<file path="src/lbs_pkg.sv">
// Shared constants and control types for the lightmap style bilinear sampler.
`default_nettype none
package lbs_pkg;

  localparam int MAX_STYLES  = 4;                         // samples kept per corner
  localparam int NUM_CORNERS = 4;
  localparam int NUM_CH      = 3;
  localparam int CORNER_W    = 2;
  localparam int SAMPLE_W    = 8;
  localparam int LEVEL_W     = 10;
  localparam int FRAC_W      = 4;
  localparam int ACC_W       = 14;
  localparam int CNT_W       = $clog2(MAX_STYLES + 1);
  localparam int PROD_W      = SAMPLE_W + LEVEL_W;
  localparam int SCALE_SHIFT = 8;                         // divide by 256
  localparam int SCALED_W    = PROD_W - SCALE_SHIFT;
  localparam int DIFF_W      = ACC_W + 1;                 // signed corner difference
  localparam int LERP_W      = DIFF_W + FRAC_W + 1;       // signed lerp product

  // Channel codes
  localparam int CH_RED   = 0;
  localparam int CH_GREEN = 1;
  localparam int CH_BLUE  = 2;

  // Corner codes
  localparam int CORNER_S0T0 = 0;
  localparam int CORNER_S1T0 = 1;
  localparam int CORNER_S0T1 = 2;
  localparam int CORNER_S1T1 = 3;

  typedef struct packed {
    logic load;    // capture request fields
    logic acc;     // scale and accumulate the captured sample
    logic horz;    // horizontal lerp of both rows
    logic vert;    // vertical lerp into result registers
    logic clear;   // zero accumulators and style counts
  } lbs_cmd_t;

  typedef struct packed {
    logic last;    // captured request is the last of its cell
  } lbs_stat_t;

endpackage
`default_nettype wire

</file>
<file path="src/lbs_ctrl.sv">
// Sequencing state machine for the lightmap style bilinear sampler.
`default_nettype none
module lbs_ctrl (
  input  logic             clk,
  input  logic             rst,
  input  logic             start,
  output logic             busy,
  output logic             done,
  output lbs_pkg::lbs_cmd_t cmd,
  input  lbs_pkg::lbs_stat_t stat
);
  import lbs_pkg::*;

  typedef enum logic [4:0] {
    S_IDLE = 5'b00001,
    S_ACC  = 5'b00010,
    S_HORZ = 5'b00100,
    S_VERT = 5'b01000,
    S_EMIT = 5'b10000
  } state_t;

  state_t state;
  state_t state_next;

  always_comb begin
    state_next = state;
    unique case (state)
      S_IDLE: if (start) state_next = S_ACC;
      S_ACC:  state_next = stat.last ? S_HORZ : S_IDLE;
      S_HORZ: state_next = S_VERT;
      S_VERT: state_next = S_EMIT;
      S_EMIT: state_next = S_IDLE;
      default: state_next = S_IDLE;
    endcase
  end

  always_ff @(posedge clk) begin
    if (rst) begin
      state <= S_IDLE;
    end else begin
      state <= state_next;
    end
  end

  assign busy      = (state != S_IDLE);
  assign done      = (state == S_EMIT);
  assign cmd.load  = (state == S_IDLE) && start;
  assign cmd.acc   = (state == S_ACC);
  assign cmd.horz  = (state == S_HORZ);
  assign cmd.vert  = (state == S_VERT);
  assign cmd.clear = (state == S_EMIT);

  // A request taken in must keep the block busy for its accumulate cycle.
  a_accept_busy: assert property (@(posedge clk) disable iff (rst)
    (start && !busy) |=> (busy && !done))
    else $error("accepted request did not start work");

  // A result strobe lasts exactly one cycle.
  a_done_pulse: assert property (@(posedge clk) disable iff (rst)
    done |=> !done)
    else $error("result strobe held for more than one cycle");

  // A result only follows a last request, after its accumulate, horizontal lerp and vertical lerp states.
  a_done_last: assert property (@(posedge clk) disable iff (rst)
    done |-> ($past(cmd.acc, 3) && $past(stat.last, 3)))
    else $error("result without a last request");

endmodule
`default_nettype wire

</file>
<file path="src/lbs_datapath.sv">
// Accumulators, style counts and bilinear interpolation datapath.
`default_nettype none
module lbs_datapath (
  input  logic                         clk,
  input  logic                         rst,
  input  lbs_pkg::lbs_cmd_t            cmd,
  output lbs_pkg::lbs_stat_t           stat,
  input  logic [lbs_pkg::CORNER_W-1:0] corner,
  input  logic [lbs_pkg::SAMPLE_W-1:0] sample_red,
  input  logic [lbs_pkg::SAMPLE_W-1:0] sample_green,
  input  logic [lbs_pkg::SAMPLE_W-1:0] sample_blue,
  input  logic [lbs_pkg::LEVEL_W-1:0]  style_level,
  input  logic [lbs_pkg::FRAC_W-1:0]   horiz_frac,
  input  logic [lbs_pkg::FRAC_W-1:0]   vert_frac,
  input  logic                         last_sample,
  output logic [lbs_pkg::ACC_W-1:0]    light_red,
  output logic [lbs_pkg::ACC_W-1:0]    light_green,
  output logic [lbs_pkg::ACC_W-1:0]    light_blue
);
  import lbs_pkg::*;

  // captured request
  logic [CORNER_W-1:0] corner_q;
  logic [SAMPLE_W-1:0] sample_q [NUM_CH];
  logic [LEVEL_W-1:0]  level_q;
  logic [FRAC_W-1:0]   fs_q;
  logic [FRAC_W-1:0]   ft_q;
  logic                last_q;

  // state
  logic [ACC_W-1:0] acc [NUM_CORNERS][NUM_CH];
  logic [CNT_W-1:0] cnt [NUM_CORNERS];

  // row lerp results and outputs
  logic [ACC_W-1:0] top_q [NUM_CH];
  logic [ACC_W-1:0] bot_q [NUM_CH];
  logic [ACC_W-1:0] res_q [NUM_CH];

  logic [ACC_W-1:0] acc_next [NUM_CH];
  logic [ACC_W-1:0] top_next [NUM_CH];
  logic [ACC_W-1:0] bot_next [NUM_CH];
  logic [ACC_W-1:0] res_next [NUM_CH];
  logic             room;

  // floor lerp: a + ((b - a) * f) >>> 4, with the result clamped at zero
  function automatic logic [ACC_W-1:0] lerp(input logic [ACC_W-1:0] a,
                                            input logic [ACC_W-1:0] b,
                                            input logic [FRAC_W-1:0] f);
    logic signed [DIFF_W-1:0] d;
    logic signed [LERP_W-1:0] p;
    logic signed [LERP_W-1:0] s;
    d = $signed({1'b0, b}) - $signed({1'b0, a});
    p = LERP_W'(d) * LERP_W'($signed({1'b0, f}));
    s = $signed({{(LERP_W - ACC_W){1'b0}}, a}) + (p >>> FRAC_W);
    lerp = s[LERP_W-1] ? '0 : s[ACC_W-1:0];
  endfunction

  assign room = (cnt[corner_q] < CNT_W'(MAX_STYLES));

  always_comb begin
    for (int ch = 0; ch < NUM_CH; ch++) begin
      logic [PROD_W-1:0] prod;
      logic [ACC_W:0]    sum;
      prod = sample_q[ch] * level_q;
      sum  = {1'b0, acc[corner_q][ch]} + (ACC_W + 1)'(prod[PROD_W-1:SCALE_SHIFT]);
      acc_next[ch] = sum[ACC_W] ? {ACC_W{1'b1}} : sum[ACC_W-1:0];
      top_next[ch] = lerp(acc[CORNER_S0T0][ch], acc[CORNER_S1T0][ch], fs_q);
      bot_next[ch] = lerp(acc[CORNER_S0T1][ch], acc[CORNER_S1T1][ch], fs_q);
      res_next[ch] = lerp(top_q[ch], bot_q[ch], ft_q);
    end
  end

  always_ff @(posedge clk) begin
    if (cmd.load) begin
      corner_q          <= corner;
      sample_q[CH_RED]   <= sample_red;
      sample_q[CH_GREEN] <= sample_green;
      sample_q[CH_BLUE]  <= sample_blue;
      level_q           <= style_level;
      fs_q              <= horiz_frac;
      ft_q              <= vert_frac;
      last_q            <= last_sample;
    end
    if (cmd.horz) begin
      top_q <= top_next;
      bot_q <= bot_next;
    end
    if (cmd.vert) begin
      res_q <= res_next;
    end
  end

  always_ff @(posedge clk) begin
    if (rst || cmd.clear) begin
      for (int c = 0; c < NUM_CORNERS; c++) begin
        cnt[c] <= '0;
        for (int ch = 0; ch < NUM_CH; ch++) begin
          acc[c][ch] <= '0;
        end
      end
    end else if (cmd.acc && room) begin
      cnt[corner_q] <= cnt[corner_q] + CNT_W'(1);
      for (int ch = 0; ch < NUM_CH; ch++) begin
        acc[corner_q][ch] <= acc_next[ch];
      end
    end
  end

  assign stat.last   = last_q;
  assign light_red   = res_q[CH_RED];
  assign light_green = res_q[CH_GREEN];
  assign light_blue  = res_q[CH_BLUE];

endmodule
`default_nettype wire

</file>
<file path="src/lightmap_style_bilinear_sampler_top.sv">
// Top level of the lightmap style bilinear sampler.
// Usage: pulse start with a request while busy is low; the request is taken at
// that edge. Each request carries one RGB lightmap sample for one corner of a
// texel cell plus its light style level; the sample is scaled by level/256
// (floor) and added to that corner's per-channel accumulator, and a corner
// keeps at most MAX_STYLES samples (further ones are dropped). A request with
// last_sample set also interpolates the four corners bilinearly with its
// horiz_frac and vert_frac, shows light_red/green/blue with done high for one
// cycle, and clears all accumulators. An ordinary request holds busy for its
// accumulate state only; a last request holds busy through the accumulate,
// horizontal lerp, vertical lerp and result states, and done rises in the
// result state. No new request is taken until busy falls. The receiver
// cannot stall the block: the result must be captured in the cycle done is
// high. Missing corners count as zero. The controller state machine gives
// the accumulate multiplier and the two lerp stages a state each.
`default_nettype none
module lightmap_style_bilinear_sampler_top (
  input  logic                         clk,
  input  logic                         rst,
  input  logic                         start,
  output logic                         busy,
  input  logic [lbs_pkg::CORNER_W-1:0] corner,
  input  logic [lbs_pkg::SAMPLE_W-1:0] sample_red,
  input  logic [lbs_pkg::SAMPLE_W-1:0] sample_green,
  input  logic [lbs_pkg::SAMPLE_W-1:0] sample_blue,
  input  logic [lbs_pkg::LEVEL_W-1:0]  style_level,
  input  logic [lbs_pkg::FRAC_W-1:0]   horiz_frac,
  input  logic [lbs_pkg::FRAC_W-1:0]   vert_frac,
  input  logic                         last_sample,
  output logic                         done,
  output logic [lbs_pkg::ACC_W-1:0]    light_red,
  output logic [lbs_pkg::ACC_W-1:0]    light_green,
  output logic [lbs_pkg::ACC_W-1:0]    light_blue
);
  import lbs_pkg::*;

  lbs_cmd_t  cmd;   // controller -> datapath
  lbs_stat_t stat;  // datapath -> controller

  lbs_ctrl u_ctrl (
    .clk   (clk),
    .rst   (rst),
    .start (start),
    .busy  (busy),
    .done  (done),
    .cmd   (cmd),
    .stat  (stat)
  );

  lbs_datapath u_datapath (
    .clk          (clk),
    .rst          (rst),
    .cmd          (cmd),
    .stat         (stat),
    .corner       (corner),
    .sample_red   (sample_red),
    .sample_green (sample_green),
    .sample_blue  (sample_blue),
    .style_level  (style_level),
    .horiz_frac   (horiz_frac),
    .vert_frac    (vert_frac),
    .last_sample  (last_sample),
    .light_red    (light_red),
    .light_green  (light_green),
    .light_blue   (light_blue)
  );

endmodule
`default_nettype wire

</file>
<file path="config.mk">
export PLATFORM = sky130hd
export DESIGN_NAME = lightmap_style_bilinear_sampler_top
export DESIGN_NICKNAME = d
export VERILOG_FILES = /design/src/lbs_pkg.sv /design/src/lbs_ctrl.sv /design/src/lbs_datapath.sv /design/src/lightmap_style_bilinear_sampler_top.sv
export SDC_FILE = /design/constraint.sdc
export NUM_CORES = 2
export LEC_CHECK = 0
export BUFFER_PORTS_ARGS = -buffer_cell sky130_fd_sc_hd__buf_2
export CORE_ASPECT_RATIO = 0.75
export CORE_MARGIN = 8
export CORE_UTILIZATION = 30
export DETAILED_ROUTE_END_ITERATION = 10
export SLEW_MARGIN = 20
export SYNTH_ARGS = -nofsm -noshare
export SYNTH_HDL_FRONTEND = slang
export SYNTH_SLANG_ARGS = --single-unit
</file>
<file path="constraint.sdc">
create_clock -name clk -period 12.9 [get_ports clk]
set_clock_uncertainty 0.05 [all_clocks]
set_input_delay 2.58 -clock clk [delete_from_list [all_inputs] [get_ports clk]]
set_output_delay 2.58 -clock clk [all_outputs]
set_load 0.01 [all_outputs]
</file>
==> results_dict.tcl <==
set metrics [dict create \
    layout_common_cells "inv_1, ha_1, nor2_1, and2_1, fa_1" \
    overflow 0 \
    synthesis.area_sq_um 51200 \
    drt_iter0_drc 2617 \
    instances_no_fill 8040 \
    cts_tree "yes" \
    die_width_um 493 \
    path_class "reg -> reg" \
    synth_cell_type_count 87 \
    crit_top_cell "ha_1" \
    ys_seq_area_share_pct 20.9 \
    cts_htree_levels 2 \
    core_area_sq_um 170000 \
    routedWlPerCell_um 16.0 \
    avgSynthCellArea_sq_um 8.98 \
    p_total_w 0.0118 \
    synth-xor-area-share_pct 5.57 \
    antenna_found_initial 10 \
    min_from "u_datapath.stat" \
    clkTransAtPathRegs_ns 0.07 \
    wirelength_um 129000 \
    cp-start-kind "register" \
    drv_cap 0 \
    hold_depth 1 \
    finalCritPeriodShare_pct 62.5 \
    cts_buffer_depth 3 \
    rr_endpoint "u_datapath.top_q[17]" \
    rr_startpoint "u_datapath.acc[0][15]" \
    fin_setup_tns_ns 0 \
    dp.cells 7955 \
    fillers 17500 \
    ir_drop_uv 138 \
    cts_resized 0 \
    nets 6941 \
    ctsHoldBuffers 0 \
    power_density_nw_per_um2 212 \
    slowest_delay_ns 0.72 \
    cts_buffers 44 \
    maxSlewHeadroom_pct 29.2 \
    synth_compound_area_share_pct 10.6 \
    max_freq_ghz 0.124 \
    setup_violations 0 \
    critPathRequiredTime_ns 13.18 \
    hold_class "reg -> reg" \
    yosysWarnings 0 \
    synth-edff-count 351 \
    fin_crit_ns 8.06 \
    synthMuxAreaShare_pct 2.27 \
    postCtsSetupBuffers 0 \
    slew_violations 0 \
    initial_core_util_pct 30.2 \
    reg2reg_setup_slack_ns 4.84 \
    fp.dieArea_sq_um 184000 \
    grt_first_pass_wirelength_um 206000 \
    slowest_stage "a211oi_4" \
    synth_seq_cells 358 \
    clock_latency_ns 0.65 \
    p_leak_nw 26.6 \
    ys.flop_type "edfxtp_1" \
    min_to "u_ctrl.state[2]" \
    drive_above_1_share_pct 5.25 \
    synth-simple-area-share_pct 17.9 \
    final_common_cell "inv_1" \
    path_max_fanout 14 \
    synth_top_family_by_area "adder cells" \
    viasPerCell 4.79 \
    area_growth_pct 9.02 \
    ios 92 \
    synthArstFlopShare_pct 0 \
    drc 0 \
    vias 38500 \
    synth_fa_ha_area_share_pct 34.5 \
    syn_inst 5702 \
    critPathArrivalTime_ns 8.35 \
    drt_first_pass_iters 5 \
    grt_util_all_layers_pct 13.7 \
    cts_sinks 358 \
    fp.dieH_um 374 \
    clockRootBuffer "clkbuf_16" \
    port_buffers 91 \
    reg2reg_depth 30 \
    end_kind "register" \
    gp_congestion 0.886 \
    rows 131 \
    grt_pass1_vias 38000 \
    ant_nets 0 \
    status "complete, no violations" \
    hpwlAfterDp_um 102000 \
    hold_viol_final 0 \
    synth_nets 6903 \
    tightestPinTransition_ns 1.06 \
    grt_max_degree 72 \
    rsz0062_at_grt "false" \
]
[layout make-up]
type	count	area, sq um	share of cell area [%]
multi-input combinational	4207	36300	65.0
sequential	358	10700	19.1
inverter	1001	3760	6.73
tap	2261	2830	5.07
clock buffer	52	1160	2.08
timing repair buffer	128	733	1.31
clock inverter	30	358	0.641
antenna	3	7.51	0.0134
[cell usage after synthesis (92+ instances only)]
library cell / n / area (sq um)
o21ai_0: 165 / 826
a21o_1: 97 / 728
a21oi_1: 216 / 1080
xnor2_1: 233 / 2040
nand2_1: 379 / 1420
xor2_1: 93 / 815
and2_1: 511 / 3200
nor2_1: 543 / 2040
clkbuf_1: 124 / 465
ha_1: 721 / 9020
fa_1: 432 / 8650
nor3_1: 92 / 460
edfxtp_1: 351 / 10500
inv_1: 999 / 3750
nor2b_1: 94 / 588
[per-layer routing]
metal  global-route usage [%]  vias to the layer above  wire, um
li1                         -                    18800         -
met1                     20.7                    18600     64900
met2                     20.6                      886     53800
met3                     1.92                      138      7670
met4                     3.00                        0      2660
met5                        0                        -         0
[flip-flops by register name (all words and copies together), names as in the netlist, named ones only]
signal,count
u_datapath.light_green,14
u_datapath.ft_q,4
u_datapath.top_q,42
u_datapath.bot_q,42
u_datapath.sample_q,24
u_datapath.level_q,10
u_datapath.stat,1
u_datapath.light_blue,14
u_datapath.corner_q,2
u_datapath.cnt,12
u_ctrl.state,5
u_datapath.fs_q,4
u_datapath.light_red,14
u_datapath.acc,168
[where the power goes]
group	total (W)	switching (W)	internal [W]	leakage, nW
registers	0.00161	0.0000577	0.00156	3.49
clock network	0.00135	0.000590	0.000758	0.731
logic	0.00887	0.00515	0.00372	22.4
total	0.0118	0.00580	0.00603	26.6
[stage by stage]
step,hold WS [ns],utilization (%),cell area (sq um),setup slack (ns)
floorplan,0.441,-,51200,3.61
global placement,0.500,32.0,54300,5.09
detailed placement,0.516,32.0,54300,4.88
CTS,0.531,32.9,55800,4.84
global route,0.557,32.9,55800,4.31
finish,0.543,32.9,55800,4.84
[worst max-delay path, delay by kind of cell (launching register included)]
kind	cells	cell delay [ns]
compound gates	11	3.19
fa+ha+maj	6	2.04
flops	1	0.53
simple gates	8	1.20
xor+xnor	1	0.29
buf+inv	3	0.17
mux	1	0.29
[kinds of logic after synthesis]
| logic type | Yosys count |
|---|---|
| flops | 358 |
| mux | 59 |
| simple gates | 1840 |
| xor+xnor | 326 |
| fa+ha+maj | 1153 |
| compound gates | 829 |
| buf+inv | 1137 |
[how the worst max path moves through the flow]
| stage | from | endpoint | cells past startpoint |
|---|---|---|---|
| 6_report | u_datapath.acc[0][15] | u_datapath.top_q[17] | 30 |
| 5_1_grt | u_datapath.acc[2][14] | u_datapath.bot_q[26] | 28 |
| 4_1_cts | u_datapath.acc[0][15] | u_datapath.top_q[17] | 29 |
| 3_5_place_dp | u_datapath.acc[0][15] | u_datapath.top_q[17] | 29 |
| 3_3_place_gp | u_datapath.acc[0][15] | u_datapath.top_q[17] | 29 |
| 2_1_floorplan | u_ctrl.state[3] | u_datapath.bot_q[0] | 1 |
No activity file was read; power rests on OpenSTA's default activity.
